$ cat src/sv/bed_pkg.sv
// Shared types, constants and helpers for the bounded edit distance engine.
package bed_pkg;

	// Longest string that the cell row holds; one cell per reference character.
	localparam int MaxLen = 64;
	localparam int LenW   = $clog2(MaxLen + 1);
	localparam int ValW   = 7;
	localparam int CharW  = 8;
	localparam int SumW   = ((LenW > ValW) ? LenW : ValW) + 1;

	localparam logic [ValW-1:0] ValMax      = '1;
	localparam logic [ValW-1:0] CutoffReset = ValW'(2);

	typedef enum logic [1:0] {
		ReqStart  = 2'd0,
		ReqRef    = 2'd1,
		ReqQuery  = 2'd2,
		ReqFinish = 2'd3
	} req_kind_t;

	typedef struct packed {
		logic [1:0]       req_type;
		logic [CharW-1:0] char_code;
	} req_word_t;

	typedef struct packed {
		logic [ValW-1:0] distance;
		logic            cut_off;
		logic            too_long;
	} res_word_t;

	// Wavefront token handed from one cell to the next.
	typedef struct packed {
		logic             vld;
		logic [CharW-1:0] ch;
		logic [ValW-1:0]  left;
		logic [ValW-1:0]  diag;
		logic [ValW-1:0]  rmin;
	} wave_t;

	// Broadcast control from the top level to every cell.
	typedef struct packed {
		logic             ld;
		logic [CharW-1:0] ld_ch;
		logic [LenW-1:0]  ref_len;
	} cell_ctl_t;

	function automatic logic [ValW-1:0] sat_val(input logic [SumW-1:0] v);
		if (v > SumW'(ValMax)) begin
			return ValMax;
		end else begin
			return v[ValW-1:0];
		end
	endfunction

endpackage

$ cat src/sv/bed_cell.sv
// One column cell of the edit distance row: holds a reference character and its row value.
module bed_cell (
	input  logic                        clk,
	input  logic                        arst_n,
	input  logic [bed_pkg::LenW-1:0]    idx,
	input  bed_pkg::cell_ctl_t          ctl,
	input  bed_pkg::wave_t              wave_in,
	output bed_pkg::wave_t              wave_out
);

	logic [bed_pkg::CharW-1:0] ch_q;
	logic [bed_pkg::ValW-1:0]  row_q;
	bed_pkg::wave_t            tok_q;

	logic                      active;
	logic                      load_hit;
	logic [bed_pkg::ValW-1:0]  m1;
	logic [bed_pkg::ValW-1:0]  mn;
	logic [bed_pkg::ValW-1:0]  v;
	logic [bed_pkg::ValW-1:0]  rmin_nxt;

	// A cell takes part in the row only while it lies within the reference string.
	assign active   = (idx <= ctl.ref_len);
	assign load_hit = ctl.ld && (ctl.ref_len == (idx - bed_pkg::LenW'(1)));

	always_comb begin
		m1 = (wave_in.left < row_q) ? wave_in.left : row_q;
		mn = (wave_in.diag < m1) ? wave_in.diag : m1;
		if (ch_q == wave_in.ch) begin
			v = wave_in.diag;
		end else begin
			v = bed_pkg::sat_val(bed_pkg::SumW'(mn) + bed_pkg::SumW'(1));
		end
		rmin_nxt = (v < wave_in.rmin) ? v : wave_in.rmin;
	end

	always_ff @(posedge clk) begin
		if (load_hit) begin
			ch_q  <= ctl.ld_ch;
			row_q <= bed_pkg::sat_val(bed_pkg::SumW'(idx));
		end else if (wave_in.vld && active) begin
			row_q <= v;
		end
	end

	always_ff @(posedge clk or negedge arst_n) begin
		if (!arst_n) begin
			tok_q.vld <= 1'b0;
		end else begin
			tok_q.vld <= wave_in.vld;
			tok_q.ch  <= wave_in.ch;
			if (active) begin
				tok_q.left <= v;
				tok_q.diag <= row_q;
				tok_q.rmin <= rmin_nxt;
			end else begin
				tok_q.left <= wave_in.left;
				tok_q.diag <= wave_in.diag;
				tok_q.rmin <= wave_in.rmin;
			end
		end
	end

	assign wave_out = tok_q;

endmodule

$ cat config.mk
export PLATFORM = sky130hd
export DESIGN_NAME = bed_cell
export DESIGN_NICKNAME = d
export VERILOG_FILES = /design/src/sv/bed_pkg.sv /design/src/sv/bed_cell.sv
export SDC_FILE = /design/constraint.sdc
export NUM_CORES = 1
export LEC_CHECK = 0
export ABC_AREA = 1
export BUFFER_PORTS_ARGS = -buffer_cell sky130_fd_sc_hd__buf_2
export CORE_ASPECT_RATIO = 1.4
export CORE_MARGIN = 10
export CORE_UTILIZATION = 48
export DETAILED_ROUTE_END_ITERATION = 16
export PLACE_DENSITY = 0.77
export SYNTH_ARGS = -nofsm -noshare
export SYNTH_HDL_FRONTEND = slang
export SYNTH_SLANG_ARGS = --single-unit
$ cat constraint.sdc
create_clock -name clk -period 5.3 [get_ports clk]
set_clock_uncertainty 0.2 [all_clocks]
set_input_delay 0.53 -clock clk [delete_from_list [all_inputs] [get_ports clk]]
set_output_delay 0.53 -clock clk [all_outputs]
set_load 0.02 [all_outputs]
---- After elaboration in Yosys (flattened, before gate mapping) ----
Cells that the tools add are included.
word-level totals
  register bits ........................... 45
  latch bits .............................. 0
  bits in writable memories ............... 0
  memory bits (read-only) ................. 0
  bits of input ports ..................... 55
  output and inout port bits .............. 30
  word-level logic and storage cells ...... 27
  memories ................................ 0
operators by class
  add/sub/neg operators ................... 2
  $mul .................................... 0
  divide/modulo/power cells ............... 0
  order comparisons ....................... 5
  equal/unequal tests ..................... 2
  shift-type cells ........................ 0
  muxes and demuxes ....................... 8
  bitwise operators ....................... 0
  reductions and logical operators ........ 3
operators with widths
  kind                   number
  $mux W7                7
  $lt A7 B7 Y1           3
  $mux W21               1
  $add A7 B1 Y8 const B  1
  $eq A8 B8 Y1           1
  $gt A8 B7 Y1 const B   1
  $eq A7 B7 Y1           1
  $le A7 B7 Y1           1
  $sub A7 B1 Y7 const B  1
  $logic_and A1 B1 Y1    2
  $reduce_bool A2 Y1     1

---- Depth between registers and ports, before layout ----
  depth after elaboration ................. 11
  depth in mapped cells ................... 38
  gate-level depth less buffers ........... 37

---- Worst setup path before layout ----
OpenSTA, ideal clock, no wires.
  path kind ............................... input-to-reg
  start point ............................. input port wave_in[20] (netlist bit)
  end point ............................... register tok_q, in the netlist wave_out[0] (data pin)
  library setup time ...................... 253 ps
  arrival time ............................ 5013 ps
  data required time ...................... 4847 ps
  path slack .............................. -166 ps
  stages on the path ...................... 32
  buffers on the path ..................... 1
  cell sequence ........................... ha_1 nand2_2 inv_2 a21oi_4 nand2_2 buf_2 o21ai_0 inv_1 ha_1 nand2_1 inv_1 a221oi_1 nand2_2 inv_2 nand2_4 nand2_1 o21ai_2 inv_1 ha_1 a21boi_1 nand2_1 xnor2_1 nand2_1 o21ai_1 inv_1 ha_1 a21oi_1 o21ai_0 a211oi_1 nand2_4 nand2_1 nand2_1
between the ends
  cells in the longest elaborated chain, start to end .. 11
RTL lines
  element             RTL line        source
  start: declaration  bed_cell.sv:7   input bed_pkg::wave_t wave_in,
  $lt A7 B7 Y1        bed_cell.sv:27  m1 = (wave_in.left < row_q) ? wave_in.left : row_q;
  $mux W7 (*)         bed_cell.sv:27
  $lt A7 B7 Y1        bed_cell.sv:28  mn = (wave_in.diag < m1) ? wave_in.diag : m1;
  $mux W7 (*)         bed_cell.sv:28
  $add A7 B1 Y8 (*)   bed_cell.sv:32  v = bed_pkg::sat_val(bed_pkg::SumW'(mn) + bed_pkg::SumW'(1));
  $gt A8 B7 Y1        bed_pkg.sv:49   if (v > SumW'(ValMax)) begin
  $mux W7 (*)         bed_pkg.sv:49
  $mux W7 (*)         bed_cell.sv:29  if (ch_q == wave_in.ch) begin
  $lt A7 B7 Y1        bed_cell.sv:34  rmin_nxt = (v < wave_in.rmin) ? v : wave_in.rmin;
  $mux W7 (*)         bed_cell.sv:34
  $mux W21 (*)        bed_cell.sv:52  if (active) begin
  end: declaration    bed_cell.sv:13  bed_pkg::wave_t tok_q;
Every way passes the cells marked *; elsewhere a longest branch is shown, timed or not.
A chain may end at the register's enable or synchronous reset.

---- Worst setup path in the final report ----
  start point ............................. register row_q[4] (netlist bit)
  end point ............................... register tok_q, in the netlist wave_out[6] (data pin)
between the ends
  cells in the longest elaborated chain, start to end .. 11
RTL lines
  element                   RTL line        source
  start: declaration        bed_cell.sv:12  logic [bed_pkg::ValW-1:0] row_q;
  start signal: assignment  bed_cell.sv:40  row_q <= bed_pkg::sat_val(bed_pkg::SumW'(idx));
  start signal: assignment  bed_cell.sv:42  row_q <= v;
  $lt A7 B7 Y1              bed_cell.sv:27
  $mux W7 (*)               bed_cell.sv:27
  $lt A7 B7 Y1              bed_cell.sv:28
  $mux W7 (*)               bed_cell.sv:28
  $add A7 B1 Y8 (*)         bed_cell.sv:32
  $gt A8 B7 Y1              bed_pkg.sv:49
  $mux W7 (*)               bed_pkg.sv:49
  $mux W7 (*)               bed_cell.sv:29
  $lt A7 B7 Y1              bed_cell.sv:34
  $mux W7 (*)               bed_cell.sv:34
  $mux W21 (*)              bed_cell.sv:52
Marks and branches as above.

==> impl_results.md <==
- Status: finished clean
- Ys Warns: 0
- Fin Setup TNS: 0 ns
- Synth Area in Adders: about a tenth
- Clock Path Buffers: 2
- Most common cell on crit path: nand2_1
- Vias in the first global route: 2938
- Hold WS: 0.0736 ns
- Clk pwr share: 15.0%
- Synth Register Bits: 45
- Final ANT Viol Nets: 0
- Largest net degree at the start of global routing: 31
- Final setup violation count: 0
- Nature of the critical path startpoint: register
- Multi-input logic area: approximately 0.0016 mm2
- Register area share after synthesis: 43.1%
- Worst skew pair latency: around 0.3 ns
- Worst Path Max Fanout: 7
- Layout fillers: 535
- H-tree lvl count: 2
- Crit share post-route: 94.4%
- Vias per inst: 5.27
- Row count: 34
- Post-Synth Simple-Gate Area: 24.2%
- CTS tree: done
- Clock sink total: 45
- Sw Ratio: 41.8%
- Antenna diodes: 0
- Flop pwr share: 30.7%
- F_max: 200 MHz
- Comb pwr share: approximately 54%
- FF-to-FF End: wave_out[6]
- Area of the die: 0.0102 mm2
- Synthesized area: between 0.003 and 0.004 mm2
- CTS Root Cell: clkbuf_8
- Proportion of layout cells with a drive suffix above 1: 33.4%
- Final non-filler cell total: 539
- Post-synthesis compound-gate area fraction: 10.8%
- Post-Route WL: roughly 8.4 mm
- Gr usage total: ~16%
- Hold Path Class: in2async
- Initial Utilization: 50.0%
- Final hold violation count: 0
- Worst-Margin Slew: 0.695 ns
- Core area: approximately 0.0063 mm2
- Chip height: between 100 and 150 um
- Buffers added on ports: 84
- Nets: 547
- Minimum clock period: 5.00 ns
- XOR/XNOR share of the synthesized area: 3.36%
- Register area: 0.00135 mm2
- Kind of critical path: reg2reg
- Worst flop-to-flop path startpoint: row_q[4]
- Power density cells: 438 mW/mm2
- Reg2reg setup slack: 0.30 ns
- WP data required: 5.28 ns
- Cell variety after synth: 35
- DRC viols: 0
- CP endpoint kind: register
- Overflow after GRT: 0
- Initial DRC count: 150
- Global-route wire length before repair: 13.0 mm
- Clock transition at path regs: 0.08 ns
- Syn Area/Cell: 8.51 um2
- Die width: between 80 and 90 um
- Total number of vias: 2838
- WL/cell: about 16 um
- # IOs: 85
- CP max stage delay: 0.45 ns
- Dpl hpwl: 6.89 mm
- Initial antenna violation count: 0
- Int Pwr: 0.994 mW
- Placed Cells: 527
- Leak Pwr: a little under 2 nW
- VDD IR-drop max: between 150 and 200 uV
- Slowest cell on crit path: edfxtp_1
- Worst EP arrival: 4.98 ns
- Drt pass-1 iters: 4
- Largest family of logic cells by synthesized area: simple AND/OR/NAND/NOR gates
- Max_slew headroom: 53.7%
- Final slew viol count: 0
- Cells on worst reg2reg path: 30
- Area Overhead vs Synth: 24.7%
- Syn Nets: 448
- Max-Cap Viols: 0
- GPL Wtd Cong: 0.963
- NetSw: 0.712 mW
- Gate count after technology mapping: 367
- Mux share of post-synthesis cell area: 0%
- Num CTS Buffers: 5
[worst max-delay path: cells and delay by family (launching register included)]
family / cells / cell delay [ns]
fa+ha+maj: 4 / 1.00
simple gates: 11 / 0.98
xor+xnor: 1 / 0.17
compound gates: 8 / 1.47
buf+inv: 6 / 0.58
flops: 1 / 0.45
[per-stage QoR]
stage	setup WS (ns)	instance area (um2)	power, mW	utilization, %
after CTS	0.123	3790	1.63	60.7
after global routing	-0.0320	3900	1.83	62.3
after floorplan	0.0986	3130	1.10	-
final	0.297	3900	1.71	62.3
after global placement	0.0989	3680	1.35	58.9
after detailed placement	-0.0777	3680	1.38	58.9
[layout make-up]
type	instances	share of cell area [%]
repair buffers	96	13.1
clock inverters	3	1.06
well taps	72	2.31
multi-input cells	255	41.1
flip-flops and latches	45	34.6
clock buffers	5	1.77
inverters	63	6.13
[sequential cells by signal, indices dropped and copies added (netlist names)]
signal,cells
wave_out,30
ch_q,8
row_q,7
[synthesized netlist by cell type, drive strengths merged]
cell     number  area, um2
clkbuf        3       11.3
nand2       115        489
buf           1       5.00
ha           26        325
a211oi        3       22.5
o211ai        2       15.0
edfxtp       44       1320
dfrtp         1       25.0
nand3        23        120
a2111oi       1       8.76
a22oi         3       37.5
nand4         2       12.5
o22ai         1       6.26
a21oi         8       51.3
a21boi        1       7.51
o221ai        1       8.76
nor3          2       10.0
xor2          9       78.8
or2           8       50.1
a221oi        3       26.3
clkinv        1       3.75
nor2         13       68.8
o21ai        30        154
inv          62        233
or3           1       6.26
xnor2         3       26.3
[layer usage]
layer | GRT usage [%] | up-vias | share of wire (%)
met3 | 4.14 | 21 | 7.3
met1 | 15.8 | 1318 | 36
met4 | 6.30 | 0 | 2.4
li1 | - | 1411 | -
met2 | 30.2 | 88 | 55
met5 | 0 | - | 0
[power groups by stage]
stage | registers, mW | logic (mW) | clock network, mW
global route | 0.528 | 1.03 | 0.272
finish | 0.523 | 0.928 | 0.255
global placement | 0.528 | 0.821 | 0
detailed placement | 0.529 | 0.852 | 0
CTS | 0.522 | 0.853 | 0.258
floorplan | 0.587 | 0.514 | 0
[kinds of logic (layout without fill, tap and decap cells)]
kind of cell	Yosys count	in the layout
and+or+nand+nor	164	164
xor gates and xnor gates	12	12
DFF	45	45
buffers and inverters	67	167
AOI/OAI and AO/OA	53	53
adders and majority gates	26	26
[how the worst max path moves through the flow]
| stage | start | endpoint | slack, ns | depth (start not counted) |
|---|---|---|---|---|
| floorplan | wave_in[20] | wave_out[0] | 0.1 | 32 |
| global placement | wave_in[20] | wave_out[3] | 0.1 | 32 |
| finish | row_q[4] | wave_out[6] | 0.30 | 30 |
| detailed placement | wave_in[20] | wave_out[6] | -0.08 | 32 |
| global route | row_q[2] | wave_out[1] | -0.03 | 32 |
| CTS | row_q[4] | wave_out[6] | 0.12 | 32 |
[layout by cell type, fill, tap and decap left out, types with 11 or more instances in the layout]
cell type / Yosys / final
buf_2: 1 / 84
nand2_2: 11 / 11
nand2_1: 100 / 99
nand3_1: 22 / 22
buf_4: 0 / 12
inv_1: 59 / 55
o21ai_1: 16 / 13
o21ai_0: 13 / 11
edfxtp_1: 44 / 44
ha_1: 26 / 24
[what timing repair did]
action | 4_1_cts | 5_1_grt
resized for setup | 0 | 21
setup buffers | 0 | 4
hold buffers | 0 | 0
setup endpoints to repair | 0 | 7
Note: power is estimated with default switching activity, not from simulation.
